--- src/rtl/core/utf8_ld_pkg.sv ---
// Package for the lenient UTF-8 decoder: code point constants and the
// per-byte burst descriptor passed from the decode stage to the emitter.
// No dependencies.
`timescale 1ns / 1ps

package utf8_ld_pkg;

    localparam int CP_W    = 21;
    localparam int CNT_W   = 3;   // results per byte: 0..4
    localparam int IDX_W   = 2;   // result index within a burst: 0..3
    localparam int HELD_W  = 2;
    localparam int LEN_W   = 3;

    localparam logic [CP_W-1:0] REPL_CHAR = 21'h00FFFD;
    localparam logic [CP_W-1:0] MAX_CP    = 21'h10FFFF;
    localparam logic [7:0]      ASCII_MAX = 8'h7F;
    localparam logic [1:0]      CONT_TAG  = 2'b10;

    localparam logic [LEN_W-1:0] LEN_TWO   = 3'd2;
    localparam logic [LEN_W-1:0] LEN_THREE = 3'd3;
    localparam logic [LEN_W-1:0] LEN_FOUR  = 3'd4;

    // Results for one byte: count replacements around at most one main
    // result, which sits at index main_idx when has_main is set.
    typedef struct packed {
        logic [CNT_W-1:0] count;
        logic [IDX_W-1:0] main_idx;
        logic             has_main;
        logic [CP_W-1:0]  main_cp;
        logic             main_rep;
        logic             fin;
    } burst_t;

endpackage

--- src/rtl/core/utf8_ld_in_if.sv ---
// Byte input channel of the lenient UTF-8 decoder: valid/ready plus payload.
// No dependencies.
`timescale 1ns / 1ps

interface utf8_ld_in_if;
    logic       valid;
    logic       ready;
    logic [7:0] data_byte;
    logic       is_final;

    modport source (output valid, output data_byte, output is_final, input ready);
    modport sink   (input valid, input data_byte, input is_final, output ready);
endinterface

--- src/rtl/core/utf8_ld_out_if.sv ---
// Code point output channel of the lenient UTF-8 decoder.
// No dependencies.
`timescale 1ns / 1ps

interface utf8_ld_out_if;
    logic        valid;
    logic        ready;
    logic [20:0] char_code;
    logic        replaced;
    logic        run_end;
    logic        text_end;

    modport source (output valid, output char_code, output replaced,
                    output run_end, output text_end, input ready);
    modport sink   (input valid, input char_code, input replaced,
                    input run_end, input text_end, output ready);
endinterface

--- src/rtl/core/utf8_ld_decode.sv ---
// Decode stage: holds the pending sequence state and turns each byte into a
// registered burst descriptor. Depends on utf8_ld_pkg and utf8_ld_in_if.
`timescale 1ns / 1ps

module utf8_ld_decode (
    input  logic                clk,
    input  logic                rst_n,
    utf8_ld_in_if.sink          raw,
    output utf8_ld_pkg::burst_t burst,
    output logic                burst_valid,
    input  logic                burst_pop
);
    import utf8_ld_pkg::*;

    logic [HELD_W-1:0] held_reg, held_next;
    logic [LEN_W-1:0]  len_reg, len_next;
    logic [CP_W-1:0]   val_reg, val_next;
    logic              burst_valid_reg;
    burst_t            burst_reg;
    burst_t            desc;

    logic              accept;
    logic              is_cont;
    logic              take_lead;
    logic [CP_W-1:0]   cont_val;
    logic [LEN_W-1:0]  held_inc;
    logic [HELD_W-1:0] n_pre;
    logic [HELD_W-1:0] held_mid;
    logic [LEN_W-1:0]  len_mid;
    logic [CP_W-1:0]   val_mid;
    logic              has_main;
    logic [CP_W-1:0]   main_cp;
    logic              main_rep;
    logic [HELD_W-1:0] n_post;

    assign raw.ready = !burst_valid_reg || burst_pop;
    assign accept    = raw.valid && raw.ready;

    assign is_cont  = (raw.data_byte[7:6] == CONT_TAG);
    assign cont_val = {val_reg[CP_W-7:0], raw.data_byte[5:0]};
    assign held_inc = {1'b0, held_reg} + LEN_W'(1);

    always_comb
    begin
        take_lead = 1'b1;
        n_pre     = '0;
        held_mid  = held_reg;
        len_mid   = len_reg;
        val_mid   = val_reg;
        has_main  = 1'b0;
        main_cp   = REPL_CHAR;
        main_rep  = 1'b1;

        if (held_reg != '0)
        begin
            if (is_cont)
            begin
                take_lead = 1'b0;
                if (held_inc >= len_reg)
                begin
                    has_main = 1'b1;
                    if (cont_val > MAX_CP)
                    begin
                        main_cp  = REPL_CHAR;
                        main_rep = 1'b1;
                    end
                    else
                    begin
                        main_cp  = cont_val;
                        main_rep = 1'b0;
                    end
                    held_mid = '0;
                    len_mid  = '0;
                    val_mid  = '0;
                end
                else
                begin
                    held_mid = held_inc[HELD_W-1:0];
                    val_mid  = cont_val;
                end
            end
            else
            begin
                // broken sequence: one replacement per held byte, then relead
                n_pre    = held_reg;
                held_mid = '0;
                len_mid  = '0;
                val_mid  = '0;
            end
        end

        if (take_lead)
        begin
            if (raw.data_byte <= ASCII_MAX)
            begin
                has_main = 1'b1;
                main_cp  = {13'd0, raw.data_byte};
                main_rep = 1'b0;
            end
            else if (raw.data_byte[7:5] == 3'b110)
            begin
                held_mid = HELD_W'(1);
                len_mid  = LEN_TWO;
                val_mid  = {16'd0, raw.data_byte[4:0]};
            end
            else if (raw.data_byte[7:4] == 4'b1110)
            begin
                held_mid = HELD_W'(1);
                len_mid  = LEN_THREE;
                val_mid  = {17'd0, raw.data_byte[3:0]};
            end
            else if (raw.data_byte[7:3] == 5'b11110)
            begin
                held_mid = HELD_W'(1);
                len_mid  = LEN_FOUR;
                val_mid  = {18'd0, raw.data_byte[2:0]};
            end
            else
            begin
                has_main = 1'b1;
                main_cp  = REPL_CHAR;
                main_rep = 1'b1;
            end
        end

        // end of text: flush whatever is still held
        if (raw.is_final)
        begin
            n_post    = held_mid;
            held_next = '0;
            len_next  = '0;
            val_next  = '0;
        end
        else
        begin
            n_post    = '0;
            held_next = held_mid;
            len_next  = len_mid;
            val_next  = val_mid;
        end

        desc.count    = {1'b0, n_pre} + {2'd0, has_main} + {1'b0, n_post};
        desc.main_idx = n_pre;
        desc.has_main = has_main;
        desc.main_cp  = main_cp;
        desc.main_rep = main_rep;
        desc.fin      = raw.is_final;
    end

    always_ff @(posedge clk or negedge rst_n)
    begin
        if (!rst_n)
        begin
            held_reg        <= '0;
            len_reg         <= '0;
            val_reg         <= '0;
            burst_valid_reg <= 1'b0;
        end
        else
        begin
            if (accept)
            begin
                held_reg <= held_next;
                len_reg  <= len_next;
                val_reg  <= val_next;
                // a byte that only extends a sequence makes no burst
                burst_valid_reg <= (desc.count != '0);
            end
            else if (burst_pop)
            begin
                burst_valid_reg <= 1'b0;
            end
        end
    end

    always_ff @(posedge clk)
    begin
        if (accept)
        begin
            burst_reg <= desc;
        end
    end

    assign burst       = burst_reg;
    assign burst_valid = burst_valid_reg;

endmodule

--- src/rtl/core/utf8_ld_emit.sv ---
// Emitter: walks a burst descriptor one result per beat into the output
// register. Depends on utf8_ld_pkg and utf8_ld_out_if.
`timescale 1ns / 1ps

module utf8_ld_emit (
    input  logic                clk,
    input  logic                rst_n,
    input  utf8_ld_pkg::burst_t burst,
    input  logic                burst_valid,
    output logic                burst_pop,
    utf8_ld_out_if.source       decoded
);
    import utf8_ld_pkg::*;

    logic [IDX_W-1:0] idx_reg;
    logic             out_valid_reg;
    logic [CP_W-1:0]  cp_reg;
    logic             rep_reg;
    logic             run_end_reg;
    logic             text_end_reg;

    logic             load;
    logic             is_main;
    logic             last;
    logic             rep;

    assign load    = burst_valid && (!out_valid_reg || decoded.ready);
    assign is_main = burst.has_main && (idx_reg == burst.main_idx);
    assign last    = (({1'b0, idx_reg} + CNT_W'(1)) == burst.count);
    assign rep     = !is_main || burst.main_rep;

    assign burst_pop = load && last;

    always_ff @(posedge clk or negedge rst_n)
    begin
        if (!rst_n)
        begin
            idx_reg       <= '0;
            out_valid_reg <= 1'b0;
        end
        else
        begin
            if (load)
            begin
                out_valid_reg <= 1'b1;
                idx_reg       <= last ? '0 : idx_reg + IDX_W'(1);
            end
            else if (decoded.ready)
            begin
                out_valid_reg <= 1'b0;
            end
        end
    end

    always_ff @(posedge clk)
    begin
        if (load)
        begin
            cp_reg       <= rep ? REPL_CHAR : burst.main_cp;
            rep_reg      <= rep;
            run_end_reg  <= last;
            text_end_reg <= last && burst.fin;
        end
    end

    assign decoded.valid     = out_valid_reg;
    assign decoded.char_code = cp_reg;
    assign decoded.replaced  = rep_reg;
    assign decoded.run_end   = run_end_reg;
    assign decoded.text_end  = text_end_reg;

endmodule

--- src/rtl/core/utf8_lenient_decoder.sv ---
// Top level of the lenient UTF-8 decoder: decode stage feeding the emitter.
// Depends on utf8_ld_pkg, utf8_ld_in_if, utf8_ld_out_if and both stages.
//
//   channel   dir  payload                                    beat
//   raw       in   data_byte[7:0], is_final                   one byte
//   decoded   out  char_code[20:0], replaced, run_end,        one code point
//                  text_end
//
// A byte with one result (or none) is taken every cycle while decoded does not
// stall; a code point passes the burst register, then the output register.
// A byte with k results, k up to 4, holds raw while the emitter walks
// the burst register one result per beat.
// Reset clears the pending sequence and both valid flags; no clearing pass.
// A stall on decoded backs up into raw through the burst register.
`timescale 1ns / 1ps

module utf8_lenient_decoder (
    input  logic          clk,
    input  logic          rst_n,
    utf8_ld_in_if.sink    raw,
    utf8_ld_out_if.source decoded
);
    import utf8_ld_pkg::*;

    burst_t burst;
    logic   burst_valid;
    logic   burst_pop;

    utf8_ld_decode u_decode (
        .clk         (clk),
        .rst_n       (rst_n),
        .raw         (raw),
        .burst       (burst),
        .burst_valid (burst_valid),
        .burst_pop   (burst_pop)
    );

    utf8_ld_emit u_emit (
        .clk         (clk),
        .rst_n       (rst_n),
        .burst       (burst),
        .burst_valid (burst_valid),
        .burst_pop   (burst_pop),
        .decoded     (decoded)
    );

endmodule

--- src/flat_wrapper.sv ---
// flat-port wrapper written by rule: the top's interface ports become plain ports
module utf8_lenient_decoder_flat import utf8_ld_pkg::*;
  (clk, rst_n, raw_valid, raw_data_byte, raw_is_final, raw_ready, decoded_valid, decoded_char_code, decoded_replaced, decoded_run_end, decoded_text_end, decoded_ready);
  utf8_ld_in_if raw_i ();
  utf8_ld_out_if decoded_i ();
  input  logic clk;
  input  logic rst_n;
  input wire logic [$bits(raw_i.valid)-1:0] raw_valid;
  input wire logic [$bits(raw_i.data_byte)-1:0] raw_data_byte;
  input wire logic [$bits(raw_i.is_final)-1:0] raw_is_final;
  output wire logic [$bits(raw_i.ready)-1:0] raw_ready;
  output wire logic [$bits(decoded_i.valid)-1:0] decoded_valid;
  output wire logic [$bits(decoded_i.char_code)-1:0] decoded_char_code;
  output wire logic [$bits(decoded_i.replaced)-1:0] decoded_replaced;
  output wire logic [$bits(decoded_i.run_end)-1:0] decoded_run_end;
  output wire logic [$bits(decoded_i.text_end)-1:0] decoded_text_end;
  input wire logic [$bits(decoded_i.ready)-1:0] decoded_ready;
  assign raw_i.valid = raw_valid;
  assign raw_i.data_byte = raw_data_byte;
  assign raw_i.is_final = raw_is_final;
  assign raw_ready = raw_i.ready;
  assign decoded_valid = decoded_i.valid;
  assign decoded_char_code = decoded_i.char_code;
  assign decoded_replaced = decoded_i.replaced;
  assign decoded_run_end = decoded_i.run_end;
  assign decoded_text_end = decoded_i.text_end;
  assign decoded_i.ready = decoded_ready;
  utf8_lenient_decoder u_core (.clk(clk), .rst_n(rst_n), .raw(raw_i), .decoded(decoded_i));
endmodule
--- config.mk ---
export PLATFORM = sky130hd
export DESIGN_NAME = utf8_lenient_decoder_flat
export DESIGN_NICKNAME = d
export VERILOG_FILES = /design/src/rtl/core/utf8_ld_pkg.sv /design/src/rtl/core/utf8_ld_in_if.sv /design/src/rtl/core/utf8_ld_out_if.sv /design/src/rtl/core/utf8_ld_decode.sv /design/src/rtl/core/utf8_ld_emit.sv /design/src/rtl/core/utf8_lenient_decoder.sv /design/src/flat_wrapper.sv
export SDC_FILE = /design/constraint.sdc
export NUM_CORES = 1
export LEC_CHECK = 0
export BUFFER_PORTS_ARGS = -buffer_cell sky130_fd_sc_hd__buf_2
export CAP_MARGIN = 10
export CORE_UTILIZATION = 62
export CTS_CLUSTER_DIAMETER = 50
export CTS_CLUSTER_SIZE = 24
export DETAILED_ROUTE_END_ITERATION = 6
export PLACE_DENSITY = 0.84
export RECOVER_POWER = 100
export REMOVE_ABC_BUFFERS = 1
export SLEW_MARGIN = 20
export SYNTH_ARGS = -nofsm -noshare
export SYNTH_HDL_FRONTEND = slang
export SYNTH_SLANG_ARGS = --single-unit
--- constraint.sdc ---
create_clock -name clk -period 6.05 [get_ports clk]
set_input_delay 1.21 -clock clk [delete_from_list [all_inputs] [get_ports clk]]
set_output_delay 1.21 -clock clk [all_outputs]
set_load 0.01 [all_outputs]
-- Word level (Yosys, flattened, before mapping)
Index checks and enable logic that the tools add are counted.
- output and inout port bits: 26
- memory bits (writable): 0
- memories kept: 0
- ROM bits: 0
- flip-flop bits (word level): 83
- logic and storage cells: 108
- latch bits: 0
- input bits: 13
- shift operators: 0
- $mul: 0
- add/subtract/negate cells: 5
- bitwise operators: 0
- divide/modulo/power cells: 0
- reduce and logical (&&, ||, !) cells: 15
- $lt $le $gt $ge: 3
- equality and inequality tests: 6
- mux-type cells: 63
- operators with widths (operator ; number):
    2-to-1 mux 21 bit ; 18
    2-to-1 mux 3 bit ; 9
    2-to-1 mux 2 bit ; 13
    2-to-1 mux 1 bit ; 23
    greater-than comparator 21 bit, second input constant ; 1
    less-or-equal comparator 8 x 7 -> 1 bit, second input constant ; 1
    adder 2 x 1 -> 3 bit, second input constant ; 2
    nonzero test 2 bit ; 3
    == test 5 bit, second input constant ; 1
    logical AND 1 bit ; 5
    == test 4 bit, second input constant ; 1
    adder 2 x 1 -> 3 bit ; 1
    adder 3 x 2 -> 3 bit ; 1
    == test 3 bit ; 1
    == test 3 bit, second input constant ; 1
    greater-or-equal comparator 3 bit ; 1
    logical NOT 1 bit ; 3
    logical OR 1 bit ; 3
    nonzero test 3 bit ; 1
    adder 2 x 1 -> 2 bit, second input constant ; 1
    == test 2 bit ; 1
    == test 2 bit, second input constant ; 1

-- Longest topological paths before layout
- word-level depth: 14
- mapped depth: 13
- depth with buffers taken out: 13

-- By module
A second synthesis with hierarchy kept.
- cells, all modules: 244
- area total of the unflattened synthesis: 3408.3 um^2
- modules (own cells, without submodules) (module ; area each (um^2) ; seq. area each (um^2) ; cells each ; instances):
    utf8_ld_decode ; 2312.2 ; 1396.3 ; 175 ; 1
    utf8_ld_emit ; 1096.1 ; 795.8 ; 69 ; 1

-- Worst setup path before layout
OpenSTA, ideal clock, no wires.
- kind: in2reg
- start point: input port raw_data_byte[6]
- end point: register u_core.u_decode.burst_valid_reg, in the netlist u_core.u_decode.burst_valid
- data required time: 5926 ps
- stages on the path: 10
- arrival time: 3329 ps
- path buffers: 0
- setup time: 124 ps
- slack: 2597 ps
- path through: nand2b_1 > a2111o_1 > mux2_2 > a21oi_1 > fa_1 > inv_1 > fa_1 > inv_1 > o31ai_1 > nand2_1
- RTL lines (what ; RTL line ; RTL):
    from (decl) ; flat_wrapper.sv:9 ; input wire logic [$bits(raw_i.data_byte)-1:0] raw_data_byte;
    to (signal assigned) ; utf8_ld_decode.sv:167 ; burst_valid_reg <= (desc.count != '0);
    to (decl) ; utf8_ld_decode.sv:18 ; logic burst_valid_reg;

==> metrics.txt <==
io pins 39; Total Power roughly 1.7 mW; Max VDD drop approximately 0.28 mV; Antenna Diode Count 0; Residual DRC 0; P&R area growth vs syn 10.7%; outcome finished with violations; setup TNS 0 ns; leakage power 1.39 nW; Post-CTS Hold Fix Bufs 0; routed len/inst 17.7 um; Crit Path Max Fanout 22; row count 26; Num CTS Buffers 9; first-pass GRT wire length ~11 mm; library cells used by synthesis 47; Worst-Margin Slew 1.46 ns; vias in the first global route ~2200; GRT busiest layer met2; Clock Sinks 77; CTS tree done; multi-input logic area 0.00106 mm2; reg2reg setup slack roughly 2.5 ns; placed cell count about 350; slew margin rel. less than 1%; Starting Density about 66%; most common flop cell mapped by yosys edfxtp_1; placed cell areas between 0.003 and 0.004 mm2; GRT Util Overall between 20% and 30%; Via density a little under 6; Die H ~76 um; clk_skew approximately 0.0071 ns; RSZ-0062 raised after global routing false; number of DRC markers in iteration 0 between 150 and 200; Fin. Hold Viols 0; via count 2139; max-cap check violation count 1; Post-CTS Setup Inserts 0; Setup WS pre-CTS 2.12 ns; Clk Latency, worst-skew pair 0.33 ns; # H-tree levels 3; FF/Latch Area 0.00219 mm2; Core ar. between 0.005 and 0.006 mm2; Req. time, crit path roughly 6.3 ns; PD cells 446 mW/mm2; Syn Area/Cell roughly 14 um2; sequential area share after synthesis between 60% and 70%; Ys Warns 0; Synth area leader edfxtp_1; Final Cell Area 0.00375 mm2; port bufs 38; final setup fails 0; grt met1 use slightly above 30%; initial antenna violation count 0; Die X between 70 and 80 um; Final Max Slew Viols 0; Hold Path Class reg -> reg; failing checks max-capacitance violations; die area a little under 0.006 mm2; Synth top area share ~47%; largest cells by area after synthesis edfxtp_1 47%, dfrtp_1 18%, nand2b_1 3.7%, a22o_1 2.8%, and2_1 2.6%; Reg clk slew, reported paths 0.08 ns; ANT nets after route 0; share of cells above drive strength 1 a little over a tenth; clock buffer depth 2; post-CTS sizing 0; endpoint with the worst hold slack u_core.u_emit.decoded.char_code[12]; Final Wtd Congestion slightly below 0.9; Largest register FFs 29; largest net degree at the start of global routing 26; grt ovf 0; worst reg2reg path depth 5; Period minus WS final a little over 4 ns; fillers between 300 and 400; flops & latches, synth 77; detailed-placement wirelength estimate 4.27 mm; Pre-antenna DRT Iters 7; Setup crit end kind flop; period utilisation layout between 60% and 70%; Net count, final approximately 300; Routed WL ~6.4 mm; post-synth design cell area between 0.003 and 0.004 mm2; met2 GRT Util roughly two fifths; r2r startpoint u_core.u_emit.idx_reg[0]; Critical Path Start Type input port; Final Non-Filler Cells between 300 and 400; count of flip-flops with a built-in enable after synthesis 53; met3 GRT Util under 10%; Reg-to-Reg End u_core.u_decode.burst[7]; hold depth 1; WS Path Type in -> reg; Worst Path Arrival between 4 and 5 ns; Fmax around 250 MHz; clk root buf clkbuf_8; setup ws final between 1.5 and 2 ns; ys async rst share 31.2%; Post-Syn Instances roughly 240; worst hold start u_core.u_decode.burst[14]
-- cells by family after synthesis --
family                     count (synthesis)  synth area share, %
DFF                                       77                 64.7
and+or+nand+nor                           65                 11.4
buffers and inverters                     24                 3.25
xor gates and xnor gates                   5                 1.29
AOI/OAI and AO/OA                         63                 15.7
muxes                                      1                0.332
adders and majority gates                  8                 3.40
-- per-stage QoR --
| stage | util (%) | hold slack (ns) |
|---|---|---|
| global placement | 70.5 | 0.480 |
| floorplan | - | 0.467 |
| global route | 72.6 | 0.524 |
| finish | 72.6 | 0.499 |
| CTS | 74.2 | 0.504 |
| detailed placement | 70.5 | 0.489 |
-- Yosys cell counts, types with 3 or more instances --
cell and count:
edfxtp_1 53, dfrtp_1 24, nand2b_1 20, inv_1 15
and2_1 14, a22o_1 11, o21a_1 9, nand2_1 8
a21o_1 7, clkbuf_1 6, ha_1 6, nor3_1 5
o21ai_0 5, a32o_1 4, nand3_1 4, nor2_1 4
o211ai_1 4, xor2_1 4, a211oi_1 3, a21oi_1 3
-- layout make-up --
cell class,instances,area share (%)
Timing Repair Buffer,40,4.33
Multi-Input combinational cell,142,28.2
Clock inverter,6,1.67
Tap cell,70,2.33
Clock buffer,10,3.40
Sequential cell,77,58.4
Inverter,16,1.63
-- worst max path at each step --
stage | start | to | slack, ns | cells after the start
finish | raw_data_byte[7] | u_core.u_decode.burst_valid | 1.99 | 11
global route | raw_data_byte[7] | u_core.u_decode.burst_valid | 1.80 | 11
CTS | raw_data_byte[7] | u_core.u_decode.burst_valid | 2.43 | 11
detailed placement | raw_data_byte[7] | u_core.u_decode.burst_valid | 2.12 | 11
global placement | raw_data_byte[7] | u_core.u_decode.burst_valid | 2.18 | 11
floorplan | raw_data_byte[6] | u_core.u_decode.burst_valid | 2.60 | 10
-- cells in the final DEF, fill, tap and decap left out, drive strengths merged, types with 6 or more instances in the layout --
cell type / n
and2: 14
a21o: 7
buf: 10
inv: 16
nor3: 6
o21a: 9
a22o: 11
edfxtp: 53
clkbuf: 40
nand2: 8
dfrtp: 24
ha: 6
nand2b: 20
-- metal layers --
metal / up-vias / wire length [um]
met5: - / 0
met4: 0 / 131
met3: 15 / 479
met2: 109 / 3240
met1: 1023 / 2550
li1: 992 / -
-- worst max-delay path, stage by stage --
cell,delay (ns)
clkbuf_1,0.68
nand2b_1,0.25
a2111o_1,0.54
mux2_2,0.32
a21oi_1,0.19
fa_1,0.19
inv_1,0.05
fa_1,0.48
inv_1,0.05
o31ai_1,0.23
nand2_1,0.07
-- power by group --
group | total (mW) | internal (mW) | switching, mW
Combinational | 0.514 | 0.175 | 0.339
Clock | 0.368 | 0.190 | 0.178
Sequential | 0.790 | 0.730 | 0.0597
Power figures use the tool's default switching activity.
